--- src/rtl/sdspi_pkg.sv ---
// ----------------------------------------------------------------------------
// sdspi_pkg
// Shared types and constants for the SD card SPI-mode sector engine.
// ----------------------------------------------------------------------------
package sdspi_pkg;

  typedef enum logic [1:0] {
    KIND_START = 2'd0,
    KIND_RX    = 2'd1,
    KIND_WDATA = 2'd2,
    KIND_NONE  = 2'd3
  } kind_e;

  typedef enum logic [1:0] {
    OP_INIT  = 2'd0,
    OP_CMD   = 2'd1,
    OP_READ  = 2'd2,
    OP_WRITE = 2'd3
  } op_e;

  typedef enum logic [4:0] {
    PH_IDLE     = 5'd0,
    PH_WAKE     = 5'd1,
    PH_CMD_SEND = 5'd2,
    PH_CMD_POLL = 5'd3,
    PH_CMD_TAIL = 5'd4,
    PH_RD_TOKEN = 5'd5,
    PH_RD_DATA  = 5'd6,
    PH_RD_TAIL  = 5'd7,
    PH_WR_TOKEN = 5'd8,
    PH_WR_WANT  = 5'd9,
    PH_WR_DATA  = 5'd10,
    PH_WR_CRC   = 5'd11,
    PH_WR_RESP  = 5'd12,
    PH_WR_REJ   = 5'd13,
    PH_WR_BUSY1 = 5'd14,
    PH_WR_GAP   = 5'd15,
    PH_WR_BUSY2 = 5'd16
  } phase_e;

  typedef enum logic [2:0] {
    ST_OK           = 3'd0,
    ST_IDLE_TIMEOUT = 3'd1,
    ST_OPCOND_TIME  = 3'd2,
    ST_READ_TIMEOUT = 3'd3,
    ST_WCMD_TIMEOUT = 3'd4,
    ST_WR_REJECTED  = 3'd5
  } status_e;

  localparam int unsigned SectorBytes = 512;
  localparam logic [7:0]  TokenStart  = 8'hFE;

  // classified word passed from front to back
  typedef struct packed {
    kind_e       kind;
    logic [1:0]  operation;
    logic [5:0]  cmd_index;
    logic [31:0] block_address;
    logic [7:0]  rx_byte;
    logic [7:0]  write_data;
  } item_t;

  typedef struct packed {
    logic        tx_valid;
    logic [7:0]  tx_byte;
    logic        cs_active;
    logic        read_valid;
    logic [7:0]  read_data;
    logic        want_write_data;
    logic        done_res;
    logic [2:0]  status;
    logic [7:0]  r1_response;
    logic        high_capacity;
  } result_t;

endpackage

--- src/rtl/sd_spi_command_sector_engine_unit.sv ---
// Path: a word's result passes the input register, then the queue entry, then the
// output register before it is presented.
// Throughput: one word per cycle while the output is not stalled; the sequencer
// retires one queued word each cycle through its single phase register.
// Reset: asynchronous, active low; phase idle, retry_limit 255, queue empty.
// ----------------------------------------------------------------------------
// sd_spi_command_sector_engine_unit
// SD card SPI-mode host sequencer: init, single command, sector read/write.
// ----------------------------------------------------------------------------
module sd_spi_command_sector_engine_unit
  import sdspi_pkg::*;
#(
  parameter int unsigned WakeBytes = 10
) (
  input  logic        clk_i,
  input  logic        rst_ni,
  input  logic        cfg_valid_i,
  output logic        cfg_ready_o,
  input  logic [7:0]  cfg_data_i,
  input  logic        in_valid_i,
  output logic        in_stall_o,
  input  logic [1:0]  kind_i,
  input  logic [1:0]  operation_i,
  input  logic [5:0]  cmd_index_i,
  input  logic [31:0] block_address_i,
  input  logic [7:0]  rx_byte_i,
  input  logic [7:0]  write_data_i,
  output logic        out_valid_o,
  input  logic        out_stall_i,
  output logic        tx_valid_o,
  output logic [7:0]  tx_byte_o,
  output logic        cs_active_o,
  output logic        read_valid_o,
  output logic [7:0]  read_data_o,
  output logic        want_write_data_o,
  output logic        done_res_o,
  output logic [2:0]  status_o,
  output logic [7:0]  r1_response_o,
  output logic        high_capacity_o
);

  logic [7:0] retry_limit_q;
  logic       q_full, push, q_nempty, pop;
  item_t      push_item, pop_item;
  result_t    res;

  assign cfg_ready_o = 1'b1;

  // hold the retry limit
  always_ff @(posedge clk_i or negedge rst_ni) begin
    if (!rst_ni) begin
      retry_limit_q <= 8'hFF;
    end else if (cfg_valid_i) begin
      retry_limit_q <= cfg_data_i;
    end
  end

  sdspi_front u_front (
    .clk_i, .rst_ni, .in_valid_i, .in_stall_o, .kind_i, .operation_i,
    .cmd_index_i, .block_address_i, .rx_byte_i, .write_data_i,
    .q_full_i(q_full), .push_o(push), .push_item_o(push_item)
  );

  sdspi_queue u_queue (
    .clk_i, .rst_ni, .push_i(push), .push_item_i(push_item), .full_o(q_full),
    .pop_i(pop), .nempty_o(q_nempty), .pop_item_o(pop_item)
  );

  sdspi_back #(.WakeBytes(WakeBytes)) u_back (
    .clk_i, .rst_ni, .retry_limit_i(retry_limit_q), .q_nempty_i(q_nempty),
    .q_item_i(pop_item), .pop_o(pop), .out_valid_o, .out_stall_i, .res_o(res)
  );

  assign tx_valid_o        = res.tx_valid;
  assign tx_byte_o         = res.tx_byte;
  assign cs_active_o       = res.cs_active;
  assign read_valid_o      = res.read_valid;
  assign read_data_o       = res.read_data;
  assign want_write_data_o = res.want_write_data;
  assign done_res_o        = res.done_res;
  assign status_o          = res.status;
  assign r1_response_o     = res.r1_response;
  assign high_capacity_o   = res.high_capacity;

endmodule

--- src/rtl/sdspi_queue.sv ---
// ----------------------------------------------------------------------------
// sdspi_queue
// Two-entry word queue between the front and the back.
// ----------------------------------------------------------------------------
module sdspi_queue
  import sdspi_pkg::*;
(
  input  logic  clk_i,
  input  logic  rst_ni,
  input  logic  push_i,
  input  item_t push_item_i,
  output logic  full_o,
  input  logic  pop_i,
  output logic  nempty_o,
  output item_t pop_item_o
);

  item_t      mem_q [2];
  logic       wp_q, rp_q;
  logic [1:0] cnt_q;

  assign full_o     = cnt_q == 2'd2;
  assign nempty_o   = cnt_q != 2'd0;
  assign pop_item_o = mem_q[rp_q];

  // store incoming word
  always_ff @(posedge clk_i) begin
    if (push_i) begin
      mem_q[wp_q] <= push_item_i;
    end
  end

  // advance pointers
  always_ff @(posedge clk_i or negedge rst_ni) begin
    if (!rst_ni) begin
      wp_q  <= 1'b0;
      rp_q  <= 1'b0;
      cnt_q <= 2'd0;
    end else begin
      if (push_i) wp_q <= ~wp_q;
      if (pop_i)  rp_q <= ~rp_q;
      cnt_q <= cnt_q + {1'b0, push_i} - {1'b0, pop_i};
    end
  end

endmodule

--- src/rtl/sdspi_front.sv ---
// ----------------------------------------------------------------------------
// sdspi_front
// Input stage: registers the incoming word, drops kind 3, queues the rest.
// ----------------------------------------------------------------------------
module sdspi_front
  import sdspi_pkg::*;
(
  input  logic        clk_i,
  input  logic        rst_ni,
  input  logic        in_valid_i,
  output logic        in_stall_o,
  input  logic [1:0]  kind_i,
  input  logic [1:0]  operation_i,
  input  logic [5:0]  cmd_index_i,
  input  logic [31:0] block_address_i,
  input  logic [7:0]  rx_byte_i,
  input  logic [7:0]  write_data_i,
  input  logic        q_full_i,
  output logic        push_o,
  output item_t       push_item_o
);

  logic  hold_q;
  item_t item_q;

  assign in_stall_o  = hold_q && q_full_i;
  assign push_o      = hold_q && !q_full_i;
  assign push_item_o = item_q;

  // capture word; drop codes with no meaning
  always_ff @(posedge clk_i or negedge rst_ni) begin
    if (!rst_ni) begin
      hold_q <= 1'b0;
    end else if (!in_stall_o) begin
      hold_q <= in_valid_i && (kind_i != KIND_NONE);
    end
  end

  always_ff @(posedge clk_i) begin
    if (!in_stall_o) begin
      item_q <= '{kind: kind_e'(kind_i), operation: operation_i,
                  cmd_index: cmd_index_i, block_address: block_address_i,
                  rx_byte: rx_byte_i, write_data: write_data_i};
    end
  end

endmodule

--- src/rtl/sdspi_back.sv ---
// ----------------------------------------------------------------------------
// sdspi_back
// Sequencer: runs the wake, command, read and write phases, one word per cycle unless the output stalls.
// ----------------------------------------------------------------------------
module sdspi_back
  import sdspi_pkg::*;
#(
  parameter int unsigned WakeBytes = 10
) (
  input  logic       clk_i,
  input  logic       rst_ni,
  input  logic [7:0] retry_limit_i,
  input  logic       q_nempty_i,
  input  item_t      q_item_i,
  output logic       pop_o,
  output logic       out_valid_o,
  input  logic       out_stall_i,
  output result_t    res_o
);

  phase_e      phase_q, phase_d;
  logic [9:0]  cnt_q, cnt_d;
  logic [7:0]  cret_q, cret_d, pret_q, pret_d, last_q, last_d;
  logic        baddr_q, baddr_d, v2_q, v2_d;
  logic [5:0]  ccmd_q, ccmd_d;
  logic [31:0] carg_q, carg_d;
  logic [1:0]  cop_q, cop_d;
  logic        ovld_q;
  result_t     res_q, res_d;
  logic        emit;

  logic        can_take;
  logic [31:0] sarg;
  logic [7:0]  fbyte;
  logic [2:0]  fidx;
  logic [7:0]  rx;
  logic [7:0]  r;

  assign can_take    = !ovld_q || !out_stall_i;
  assign pop_o       = q_nempty_i && can_take;
  assign out_valid_o = ovld_q;
  assign res_o       = res_q;
  assign rx          = q_item_i.rx_byte;

  // framing of the current command (uses next-state values)
  always_comb begin
    sarg = carg_d;
    if (!baddr_d && (ccmd_d == 6'd17 || ccmd_d == 6'd18 || ccmd_d == 6'd24 ||
                     ccmd_d == 6'd25 || ccmd_d == 6'd32 || ccmd_d == 6'd33)) begin
      sarg = {carg_d[22:0], 9'd0};
    end
    unique case (fidx)
      3'd0:    fbyte = 8'h40 | {2'b00, ccmd_d};
      3'd1:    fbyte = sarg[31:24];
      3'd2:    fbyte = sarg[23:16];
      3'd3:    fbyte = sarg[15:8];
      3'd4:    fbyte = sarg[7:0];
      default: fbyte = (ccmd_d == 6'd8) ? 8'h87 : 8'h95;
    endcase
  end

  // next state and result
  always_comb begin
    logic       sendf;
    logic       fin;
    logic [2:0] fst;
    logic       cmdone;
    logic       bc;
    logic [5:0] bcmd;
    logic [31:0] barg;
    sendf  = 1'b0;
    fin    = 1'b0;
    fst    = ST_OK;
    cmdone = 1'b0;
    bc     = 1'b0;
    bcmd   = 6'd0;
    barg   = 32'd0;
    phase_d = phase_q; cnt_d = cnt_q; cret_d = cret_q; pret_d = pret_q;
    last_d = last_q; baddr_d = baddr_q; v2_d = v2_q; ccmd_d = ccmd_q;
    carg_d = carg_q; cop_d = cop_q;
    res_d  = '0;
    emit   = 1'b0;
    fidx   = 3'd0;
    r      = last_q;

    // helpers expressed as flags: send byte
    if (pop_o) begin
      unique case (q_item_i.kind)
        KIND_START: begin
          if (phase_q == PH_IDLE) begin
            emit   = 1'b1;
            cop_d  = q_item_i.operation;
            cret_d = 8'd0;
            unique case (op_e'(q_item_i.operation))
              OP_INIT: begin
                v2_d = 1'b1; cnt_d = 10'd0; phase_d = PH_WAKE;
                res_d.tx_valid = 1'b1; res_d.tx_byte = 8'hFF;
              end
              OP_CMD:  begin bc = 1'b1; bcmd = q_item_i.cmd_index;
                             barg = q_item_i.block_address; end
              OP_READ: begin bc = 1'b1; bcmd = 6'd17;
                             barg = q_item_i.block_address; end
              default: begin bc = 1'b1; bcmd = 6'd24;
                             barg = q_item_i.block_address; end
            endcase
          end
        end
        KIND_WDATA: begin
          if (phase_q == PH_WR_WANT) begin
            emit = 1'b1; phase_d = PH_WR_DATA;
            res_d.tx_valid = 1'b1; res_d.tx_byte = q_item_i.write_data;
            res_d.cs_active = 1'b1;
          end
        end
        KIND_RX: begin
          emit = (phase_q != PH_IDLE) && (phase_q != PH_WR_WANT);
          unique case (phase_q)
            PH_WAKE: begin
              cnt_d = cnt_q + 10'd1;
              if (cnt_d < 10'(WakeBytes)) begin
                res_d.tx_valid = 1'b1; res_d.tx_byte = 8'hFF;
              end else begin
                cret_d = 8'd0; bc = 1'b1; bcmd = 6'd0; barg = 32'd0;
              end
            end
            PH_CMD_SEND: begin
              cnt_d = cnt_q + 10'd1;
              if (cnt_d < 10'd6) begin
                fidx = cnt_d[2:0]; sendf = 1'b1;
              end else begin
                phase_d = PH_CMD_POLL; pret_d = 8'd0;
                res_d.tx_valid = 1'b1; res_d.tx_byte = 8'hFF; res_d.cs_active = 1'b1;
              end
            end
            PH_CMD_POLL: begin
              if (rx[7] && pret_q != retry_limit_i) begin
                pret_d = pret_q + 8'd1;
                res_d.tx_valid = 1'b1; res_d.tx_byte = 8'hFF; res_d.cs_active = 1'b1;
              end else begin
                last_d = rx;
                r = rx;
                if (ccmd_q == 6'd8 || (ccmd_q == 6'd58 && rx == 8'd0)) begin
                  phase_d = PH_CMD_TAIL; cnt_d = 10'd0;
                  res_d.tx_valid = 1'b1; res_d.tx_byte = 8'hFF; res_d.cs_active = 1'b1;
                end else begin
                  cmdone = 1'b1;
                end
              end
            end
            PH_CMD_TAIL: begin
              if (ccmd_q == 6'd58 && cnt_q == 10'd0) baddr_d = rx[6];
              cnt_d = cnt_q + 10'd1;
              if (cnt_d < 10'd4) begin
                res_d.tx_valid = 1'b1; res_d.tx_byte = 8'hFF; res_d.cs_active = 1'b1;
              end else begin
                cmdone = 1'b1;
              end
            end
            PH_RD_TOKEN: begin
              if (rx == TokenStart) begin
                phase_d = PH_RD_DATA; cnt_d = 10'd0;
                res_d.tx_valid = 1'b1; res_d.tx_byte = 8'hFF; res_d.cs_active = 1'b1;
              end else if (pret_q == retry_limit_i) begin
                fin = 1'b1; fst = ST_READ_TIMEOUT;
              end else begin
                pret_d = pret_q + 8'd1;
                res_d.tx_valid = 1'b1; res_d.tx_byte = 8'hFF; res_d.cs_active = 1'b1;
              end
            end
            PH_RD_DATA: begin
              cnt_d = cnt_q + 10'd1;
              if (cnt_d == 10'(SectorBytes)) begin
                phase_d = PH_RD_TAIL; cnt_d = 10'd0;
              end
              res_d.tx_valid = 1'b1; res_d.tx_byte = 8'hFF; res_d.cs_active = 1'b1;
              res_d.read_valid = 1'b1; res_d.read_data = rx;
            end
            PH_RD_TAIL: begin
              cnt_d = cnt_q + 10'd1;
              if (cnt_d < 10'd3) begin
                res_d.tx_valid = 1'b1; res_d.tx_byte = 8'hFF; res_d.cs_active = 1'b1;
              end else begin
                fin = 1'b1;
              end
            end
            PH_WR_TOKEN: begin
              cnt_d = 10'd0; phase_d = PH_WR_WANT;
              res_d.cs_active = 1'b1; res_d.want_write_data = 1'b1;
            end
            PH_WR_DATA: begin
              cnt_d = cnt_q + 10'd1;
              if (cnt_d < 10'(SectorBytes)) begin
                phase_d = PH_WR_WANT;
                res_d.cs_active = 1'b1; res_d.want_write_data = 1'b1;
              end else begin
                phase_d = PH_WR_CRC; cnt_d = 10'd0;
                res_d.tx_valid = 1'b1; res_d.tx_byte = 8'h00; res_d.cs_active = 1'b1;
              end
            end
            PH_WR_CRC: begin
              cnt_d = cnt_q + 10'd1;
              res_d.tx_valid = 1'b1; res_d.cs_active = 1'b1;
              if (cnt_d < 10'd2) begin
                res_d.tx_byte = 8'h00;
              end else begin
                phase_d = PH_WR_RESP; res_d.tx_byte = 8'hFF;
              end
            end
            PH_WR_RESP: begin
              phase_d = (rx[4:0] != 5'h05) ? PH_WR_REJ : PH_WR_BUSY1;
              res_d.tx_valid = 1'b1; res_d.tx_byte = 8'hFF; res_d.cs_active = 1'b1;
            end
            PH_WR_REJ: begin
              fin = 1'b1; fst = ST_WR_REJECTED;
            end
            PH_WR_BUSY1: begin
              res_d.tx_valid = 1'b1; res_d.tx_byte = 8'hFF;
              if (rx == 8'd0) begin
                res_d.cs_active = 1'b1;
              end else begin
                phase_d = PH_WR_GAP;
              end
            end
            PH_WR_GAP: begin
              phase_d = PH_WR_BUSY2;
              res_d.tx_valid = 1'b1; res_d.tx_byte = 8'hFF; res_d.cs_active = 1'b1;
            end
            PH_WR_BUSY2: begin
              if (rx == 8'd0) begin
                res_d.tx_valid = 1'b1; res_d.tx_byte = 8'hFF; res_d.cs_active = 1'b1;
              end else begin
                fin = 1'b1;
              end
            end
            default: ;
          endcase
        end
        default: ;
      endcase
    end

    // command complete: choose the next step
    if (cmdone) begin
      unique case (op_e'(cop_q))
        OP_CMD: fin = 1'b1;
        OP_READ: begin
          if (r == 8'd0) begin
            phase_d = PH_RD_TOKEN; pret_d = 8'd0;
            res_d.tx_valid = 1'b1; res_d.tx_byte = 8'hFF; res_d.cs_active = 1'b1;
          end else if (cret_q == retry_limit_i) begin
            fin = 1'b1; fst = ST_READ_TIMEOUT;
          end else begin
            cret_d = cret_q + 8'd1; bc = 1'b1; bcmd = ccmd_q; barg = carg_q;
          end
        end
        OP_WRITE: begin
          if (r == 8'd0) begin
            phase_d = PH_WR_TOKEN;
            res_d.tx_valid = 1'b1; res_d.tx_byte = TokenStart; res_d.cs_active = 1'b1;
          end else if (cret_q == retry_limit_i) begin
            fin = 1'b1; fst = ST_WCMD_TIMEOUT;
          end else begin
            cret_d = cret_q + 8'd1; bc = 1'b1; bcmd = ccmd_q; barg = carg_q;
          end
        end
        default: begin
          priority if (ccmd_q == 6'd0) begin
            if (r == 8'd1) begin
              cret_d = 8'd0; bc = 1'b1; bcmd = 6'd8; barg = 32'h1AA;
            end else if (cret_q == retry_limit_i) begin
              fin = 1'b1; fst = ST_IDLE_TIMEOUT;
            end else begin
              cret_d = cret_q + 8'd1; bc = 1'b1; bcmd = 6'd0; barg = carg_q;
            end
          end else if (ccmd_q == 6'd8) begin
            if (r == 8'd1 || cret_q == retry_limit_i) begin
              if (r != 8'd1) v2_d = 1'b0;
              cret_d = 8'd0; bc = 1'b1; bcmd = 6'd55; barg = 32'd0;
            end else begin
              cret_d = cret_q + 8'd1; bc = 1'b1; bcmd = 6'd8; barg = 32'h1AA;
            end
          end else if (ccmd_q == 6'd55) begin
            bc = 1'b1; bcmd = 6'd41; barg = 32'h4000_0000;
          end else if (ccmd_q == 6'd41) begin
            if (r == 8'd0) begin
              cret_d = 8'd0; baddr_d = 1'b0;
              if (v2_q) begin bc = 1'b1; bcmd = 6'd58; barg = 32'd0; end
              else fin = 1'b1;
            end else if (cret_q == retry_limit_i) begin
              fin = 1'b1; fst = ST_OPCOND_TIME;
            end else begin
              cret_d = cret_q + 8'd1; bc = 1'b1; bcmd = 6'd55; barg = 32'd0;
            end
          end else begin
            if (ccmd_q == 6'd58 && r != 8'd0 && cret_q != retry_limit_i) begin
              cret_d = cret_q + 8'd1; bc = 1'b1; bcmd = 6'd58; barg = 32'd0;
            end else begin
              fin = 1'b1;
            end
          end
        end
      endcase
    end

    // launch a command frame
    if (bc) begin
      ccmd_d = bcmd; carg_d = barg; cnt_d = 10'd0; pret_d = 8'd0;
      phase_d = PH_CMD_SEND; fidx = 3'd0; sendf = 1'b1;
    end
    if (sendf) begin
      res_d.tx_valid = 1'b1; res_d.tx_byte = fbyte; res_d.cs_active = 1'b1;
    end
    if (fin) begin
      phase_d = PH_IDLE;
      res_d = '0;
      res_d.done_res = 1'b1; res_d.status = fst;
    end
    res_d.r1_response   = last_d;
    res_d.high_capacity = baddr_d;
  end

  // state registers
  always_ff @(posedge clk_i or negedge rst_ni) begin
    if (!rst_ni) begin
      phase_q <= PH_IDLE; cnt_q <= '0; cret_q <= '0; pret_q <= '0;
      last_q <= 8'hFF; baddr_q <= 1'b0; v2_q <= 1'b1; ccmd_q <= '0;
      carg_q <= '0; cop_q <= '0; ovld_q <= 1'b0;
    end else begin
      if (pop_o) begin
        phase_q <= phase_d; cnt_q <= cnt_d; cret_q <= cret_d; pret_q <= pret_d;
        last_q <= last_d; baddr_q <= baddr_d; v2_q <= v2_d; ccmd_q <= ccmd_d;
        carg_q <= carg_d; cop_q <= cop_d;
      end
      if (can_take) ovld_q <= pop_o && emit;
    end
  end

  // output word register
  always_ff @(posedge clk_i) begin
    if (can_take && pop_o && emit) res_q <= res_d;
  end

endmodule

--- config.mk ---
export PLATFORM = sky130hd
export DESIGN_NAME = sd_spi_command_sector_engine_unit
export DESIGN_NICKNAME = d
export VERILOG_FILES = /design/src/rtl/sdspi_pkg.sv /design/src/rtl/sd_spi_command_sector_engine_unit.sv /design/src/rtl/sdspi_queue.sv /design/src/rtl/sdspi_front.sv /design/src/rtl/sdspi_back.sv
export SDC_FILE = /design/constraint.sdc
export NUM_CORES = 1
export LEC_CHECK = 0
export BUFFER_PORTS_ARGS = -buffer_cell sky130_fd_sc_hd__buf_2
export CORE_MARGIN = 2
export CORE_UTILIZATION = 48
export DETAILED_ROUTE_END_ITERATION = 8
export PLACE_DENSITY = 0.77
export SLEW_MARGIN = 0
export SYNTH_ARGS = -nofsm -noshare
export SYNTH_HDL_FRONTEND = slang
export SYNTH_SLANG_ARGS = --single-unit
export TNS_END_PERCENT = 30
--- constraint.sdc ---
create_clock -name clk_i -period 9.36 [get_ports clk_i]
set_clock_uncertainty 0.15 [all_clocks]
set_input_delay 0.936 -clock clk_i [delete_from_list [all_inputs] [get_ports clk_i]]
set_output_delay 0.936 -clock clk_i [all_outputs]
set_load 0.03 [all_outputs]
Yosys cells after proc, flatten, opt, wreduce, memory -nomap -nowiden --
Memory sizes are Yosys's and may differ from the RTL's. Cells that the tools add are included.
Storage, ports and cells: memories 1, input bits 71, bits in latches 0, memory bits (writable) 116, register bits 186, output and inout bits 36, bits in read-only memories 0, logic and storage cells 382
Memory list:
- u_queue.mem_q | words 2, bits a word 58, rd ports 1, clocked after memory_dff 0, wr ports 1, line sdspi_queue.sv:18 | item_t mem_q [2];
Operators by class: div/mod/pow operators 0, $add $sub $neg 5, mux-type cells 230, shift-type cells 0, reductions and logical operators 47, equality and inequality tests 56, bitwise gates (word level) 5, multipliers 0, magnitude comparators 6
Operators with widths (number):
- 2-to-1 mux 32 bit | 18
- 2-to-1 mux 8 bit | 28
- 2-to-1 mux 10 bit | 22
- 2-to-1 mux 6 bit | 18
- case mux 9 bit (10 select lines) | 1
- 2-to-1 mux 5 bit | 16
- 2-to-1 mux 1 bit | 70
- case mux 32 bit (2 select lines) | 1
- 2-to-1 mux 3 bit | 20
- case mux 10 bit (6 select lines) | 1
- 2-to-1 mux 9 bit | 6
- case mux 5 bit (10 select lines) | 1
- == test 5 x 4 -> 1 bit, second input constant | 8
- case mux 10 bit (2 select lines) | 2
- case mux 8 bit (5 select lines) | 1
- case mux 8 bit (2 select lines) | 2
- == test 6 bit, second input constant | 5
- case mux 9 bit (3 select lines) | 1
- == test 6 x 5 -> 1 bit, second input constant | 4
- case mux 8 bit (3 select lines) | 1
- == test 5 x 3 -> 1 bit, second input constant | 4
- < comparator 10 x 2 -> 1 bit, second input constant | 2
- < comparator 10 x 3 -> 1 bit, second input constant | 2
- 2-to-1 mux 20 bit | 1
- other kinds (62) | 114

Depth between registers and ports, before layout --
depth in word-level cells 27, gate-level depth with buffers 25

By module --
From an unflattened synthesis, not the netlist that was laid out.
Unflattened totals: cells, all modules 1322, area total of the unflattened synthesis 15124.5 um^2
By module, submodules not included:
- sdspi_back | area each 8546.9 um^2, sequential area each 3054.2 um^2, cells an instance 1043, instances 1
- sdspi_queue | area each 4430.5 um^2, sequential area each 3583.4 um^2, cells an instance 196, instances 1
- sdspi_front | area each 1794.2 um^2, sequential area each 1766.7 um^2, cells an instance 64, instances 1
- sd_spi_command_sector_engine_unit | area each 352.8 um^2, sequential area each 210.2 um^2, cells an instance 19, instances 1

Worst setup path before layout --
Ideal clock, no wire load.
path type register to register, from reg u_queue.rp_q, to reg u_back.res_q (netlist bit u_back.res_o[25]) (data pin), stages on the path, launching flop included 23, buffers on the path 8, setup slack 3019 ps, data required time 8949 ps, library setup time 261 ps, arrival time 5930 ps, cells stage by stage dfrtp_1 buf_2 buf_1 buf_1 buf_2 buf_2 buf_2 buf_1 mux2i_1 inv_1 ha_1 inv_1 nor4_4 a31oi_1 o32ai_1 a31o_2 o31ai_1 buf_4 o211ai_1 o211a_2 o31a_1 a211o_1 a221o_1
On the way: cells in the longest elaborated chain, start to end 27, elaborated cells between the ends (all ways) 153, those cells by class eq/ne (17); mux (116); reduce/logical (19); memory (1)
RTL lines:
- start, declared | line sdspi_queue.sv:19 | logic wp_q, rp_q;
- start signal, assigned | line sdspi_queue.sv:41 | if (pop_i) rp_q <= ~rp_q;
- memory read (2 x 58 bit) (*)
- logical AND 1 bit | line sdspi_back.sv:136 | if (rx[7] && pret_q != retry_limit_i) begin
- 2-to-1 mux 8 bit | line sdspi_back.sv:136
- 2-to-1 mux 8 bit | line sdspi_back.sv:117 | unique case (phase_q)
- 2-to-1 mux 8 bit | line sdspi_back.sv:88 | unique case (q_item_i.kind)
- 2-to-1 mux 8 bit | line sdspi_back.sv:87 | if (pop_o) begin
- nonzero test 8 bit | line sdspi_back.sv:295 | if (ccmd_q == 6'd58 && r != 8'd0 && cret_q != retry_limit_i) begin
- logical AND 1 bit (2 in a row) | line sdspi_back.sv:295
- (+7 left out)
- 2-to-1 mux 6 bit | line sdspi_back.sv:306 | if (bc) begin
- == test 6 x 5 -> 1 bit | line sdspi_back.sv:48 | if (!baddr_d && (ccmd_d == 6'd17 || ccmd_d == 6'd18 || ccmd_d == 6'd24 ||
- logical OR 1 bit (3 in a row) | line sdspi_back.sv:48
- logical OR 1 bit (2 in a row) | line sdspi_back.sv:49 | ccmd_d == 6'd25 || ccmd_d == 6'd32 || ccmd_d == 6'd33)) begin
- logical AND 1 bit | line sdspi_back.sv:48
- 2-to-1 mux 32 bit | line sdspi_back.sv:48
- case mux 8 bit (5 select lines) | line sdspi_back.sv:52 | unique case (fidx)
- 2-to-1 mux 10 bit | line sdspi_back.sv:310 | if (sendf) begin
- end signal, assigned | line sdspi_back.sv:340 | if (can_take && pop_o && emit) res_q <= res_d;
- end, declared | line sdspi_back.sv:29 | result_t res_q, res_d;
Mark *: on every way between the ends. The rest lies on a longest branch, timed or not. A chain may end at the register's enable or synchronous reset.

Worst setup path in the final report --
Same ends and word-level chain as after synthesis.

==> flow_summary.yaml <==
sta:
  slew_violations: 0
  min_period_ns: 6.123
  fmax_ghz: 0.1633
  hold_viol_final: 0
  finalSetupViolations: 0
  finalCritPeriodShare: 0.6541
  tightest_slew_ns: 1.076
  relSlewSlack: 0.2805
  setup_tns_ns: 0
  rsz0062_at_grt: "false"
clock_network:
  post_cts_resized: 0
  clockBufferDepth: 3
  cts_inserted_buffers: 31
  post_cts_buffers: 0
  cts.sinks: 302
  clk_latency_ns: 0.59
  clk_pin_slew_ns: 0.07
  cts_hold_buffers: 0
  root_buffer: "clkbuf_16"
  htree_levels: 1
  cts_tree: "built"
yosys:
  synth.avg_cell_area_um2: 10.90
  syn_inst: 1398
  synth_edf_count: 207
  synth.top_cell.area_share: 0.4079
  synthMuxAreaShare: 0.04877
  synth_largest_area_cell: "edfxtp_1"
  synth_compound_gate_area_share: 0.1794
  synth_xor_area_frac: 0.01724
  yosys.area_share.simple: 0.1523
  yosys-top-cells-area: "edfxtp_1 (41%), dfrtp_1 (13%), mux2i_1 (3.7%)"
  ys.flop_type: "edfxtp_1"
  syn-num-nets: 1480
  yosys_warnings: 0
  syn_area_um2: 15240
  synth_top_family_by_area: "compound AO/OA/AOI/OAI gates"
  ys_seq_area_frac: 0.5653
  synthAdderAreaFrac: 0.009032
  async_flop_share: 0.3146
  ys_ff_latch: 302
  synth_cell_types: 91
worst_setup_path:
  worstPathRequired_ns: 9.55
  cp-end-kind: "flop"
  cpPeakStageDelay_ns: 0.74
  worstSetupPathType: "flop to flop"
  crit_path_frequent_cell: "and3_1"
  startpoint_type: "flop"
  critPathMaxFanout: 36
  arrival_ns: 6.31
  crit_chain: "mux2i_1 > ha_1 > inv_1 > nor2_1 > and3_1 > o21ai_0 > and3_1 > o31ai_1 > buf_4 > o221ai_1 > a211oi_1 > nand4b_1 > o31a_1 > a211o_1 > a221o_1"
  slowest_stage: "dfrtp_4"
finish:
  antennaDiodeCount: 0
  syn2layout_area_growth_pct: 13.60
  final_nets: 1570
  drive_above_1_share: 0.1646
  final_util: 0.5514
  fillerInstances: 2668
global_route:
  antenna_found_initial: 0
  grt_pass1_wl_um: 66520
  grtUsageTotal: 0.2565
  busiest_layer: "met2"
  grt_max_degree: 61
  met2_usage: 0.4125
  met3_usage: 0.04510
  met1_usage: 0.3529
  gr-total-overflow: 0
  grt_pass1_vias: 11790
power_and_ir_drop:
  clkPwrFrac: 0.239
  power.density_nw_per_um2: 324.6
  p_switching_mw: 2.287
  swShare: 0.4070
  p_int_mw: 3.332
  p_leak_nw: 6.554
  ir_drop_v: 0.0002072
  pwr-share-comb: 0.376
  seqPwrFrac: 0.384
placed_design:
  place_hpwl_um: 30470
  port_buffers: 105
  place_congestion: 0.9758
die:
  die_x_um: 182.2
  die_area_um2: 33190
  initial_core_util: 0.4854
  rows: 65
  io-pin-count: 107
  core_um2: 31390
  chipHeight_um: 182.2
route:
  firstDrtPassIters: 6
  wl_per_cell_um: 22.40
  antenna_left: 0
  vias: 12110
  viasPerCell: 6.323
  first_iter_violations: 1558
  drc: 0
  wl_um: 42890
flow_run:
  maxCapViolations: 0
run_status:
  status: "complete, no violations"
hold_path:
  min_path_type: "input pin to asynchronous set/reset pin"
-- cell usage in the layout (no fill, tap or decap), types with 16 or more instances in the layout --
master / Yosys / final
edfxtp_1: 207 / 207
nand2_1: 127 / 127
nor2_1: 126 / 125
o21ai_0: 106 / 106
buf_2: 10 / 104
a21oi_1: 94 / 94
dfrtp_1: 78 / 77
mux2i_1: 57 / 57
nor3_1: 46 / 46
nand3_1: 39 / 38
clkbuf_16: 0 / 31
inv_1: 26 / 26
buf_4: 3 / 26
o22ai_1: 23 / 23
xnor2_1: 19 / 19
nand4_1: 17 / 17
dfstp_2: 17 / 17
and3_1: 17 / 16
-- synthesized netlist by cell type (17+ instances only) --
library cell	number
a21oi_1	94
and3_1	17
clkbuf_1	51
dfrtp_1	78
dfstp_2	17
edfxtp_1	207
inv_1	26
mux2i_1	57
nand2_1	127
nand3_1	39
nand4_1	17
nor2_1	126
nor3_1	46
o21ai_0	106
o22ai_1	23
xnor2_1	19
-- layer usage --
layer  routed length [um]  vias up
met3                 3602       94
met2                20030      627
met5                    0        -
met4                 1477        0
met1                17780     5858
li1                     -     5530
-- sequential cells by signal, indices dropped and copies added (netlist names) --
register,cells
retry_limit_q,8
u_back.baddr_q,1
u_back.carg_q,32
u_back.ccmd_q,6
u_back.cnt_q,10
u_back.cop_q,2
u_back.cret_q,8
u_back.last_q,8
u_back.out_valid_o,1
u_back.phase_q,5
u_back.pret_q,8
u_back.res_o,33
u_back.v2_q,1
u_front.hold_q,1
u_front.push_item_o,58
u_queue.cnt_q,2
u_queue.mem_q,116
u_queue.rp_q,1
u_queue.wp_q,1
-- power by group through the flow --
stage                     Sequential, mW  Combinational, mW  Clock, mW
final                               2.16               2.11       1.34
after global routing                2.20               2.27       1.42
after CTS                           2.15               2.08       1.36
after detailed placement            2.17               2.07          0
after global placement              2.16               2.05          0
after floorplan                     2.17               1.38          0
-- final timing paths --
kind	from	endpoint	slack [ns]	cells past startpoint
setup / recovery	u_queue.rp_q	u_back.res_o[25]	3.24	15
hold / removal	rst_ni	u_back.phase_q[4]	0.19	1
setup reg to reg	u_queue.rp_q	u_back.res_o[25]	3.24	15
hold reg to reg	u_front.push_item_o[37]	u_queue.mem_q[1][37]	0.29	0
max in group asynchronous	rst_ni	u_queue.rp_q	7.63	2
min in group clk_i	u_front.push_item_o[37]	u_queue.mem_q[1][37]	0.29	0
-- cell families (layout without fill, tap and decap cells) --
group	Yosys count	count (layout)
simple gates	467	467
compound gates	413	413
flops	302	302
buf+inv	102	217
mux	72	72
xor+xnor	30	30
fa+ha+maj	11	11
other cells	1	1
-- critical path: cells and delay by family (launching register included) --
kind / cells / cell delay, ns
compound gates: 7 / 2.31
fa+ha+maj: 1 / 0.59
mux: 1 / 0.36
simple gates: 4 / 1.09
buf+inv: 2 / 0.61
flops: 1 / 0.74
-- through the flow --
step / cells / setup WS [ns] / hold slack [ns] / instance area, um2 / total power [mW]
after global placement: 1857 / 3.607 / 0.2734 / 16180 / 4.209
after global routing: 1915 / 2.956 / 0.2126 / 17310 / 5.887
final: 1915 / 3.237 / 0.1882 / 17310 / 5.618
after CTS: 1915 / 3.378 / 0.1894 / 17310 / 5.598
after floorplan: 1398 / 3.019 / 0.2715 / 15240 / 3.550
after detailed placement: 1857 / 3.422 / 0.2796 / 16180 / 4.242
-- area by class of cell --
type                    instances  area (um2)  area share
multi-input cells             994        6232      0.3600
repair buffers                130       715.7     0.04134
well taps                     402       503.0     0.02906
clock buffers                  34       797.0     0.04604
inverters                      29       108.9    0.006288
flip-flops and latches        302        8618      0.4979
clock inverters                24       335.3     0.01937
No activity file was read; power rests on OpenSTA's default activity.
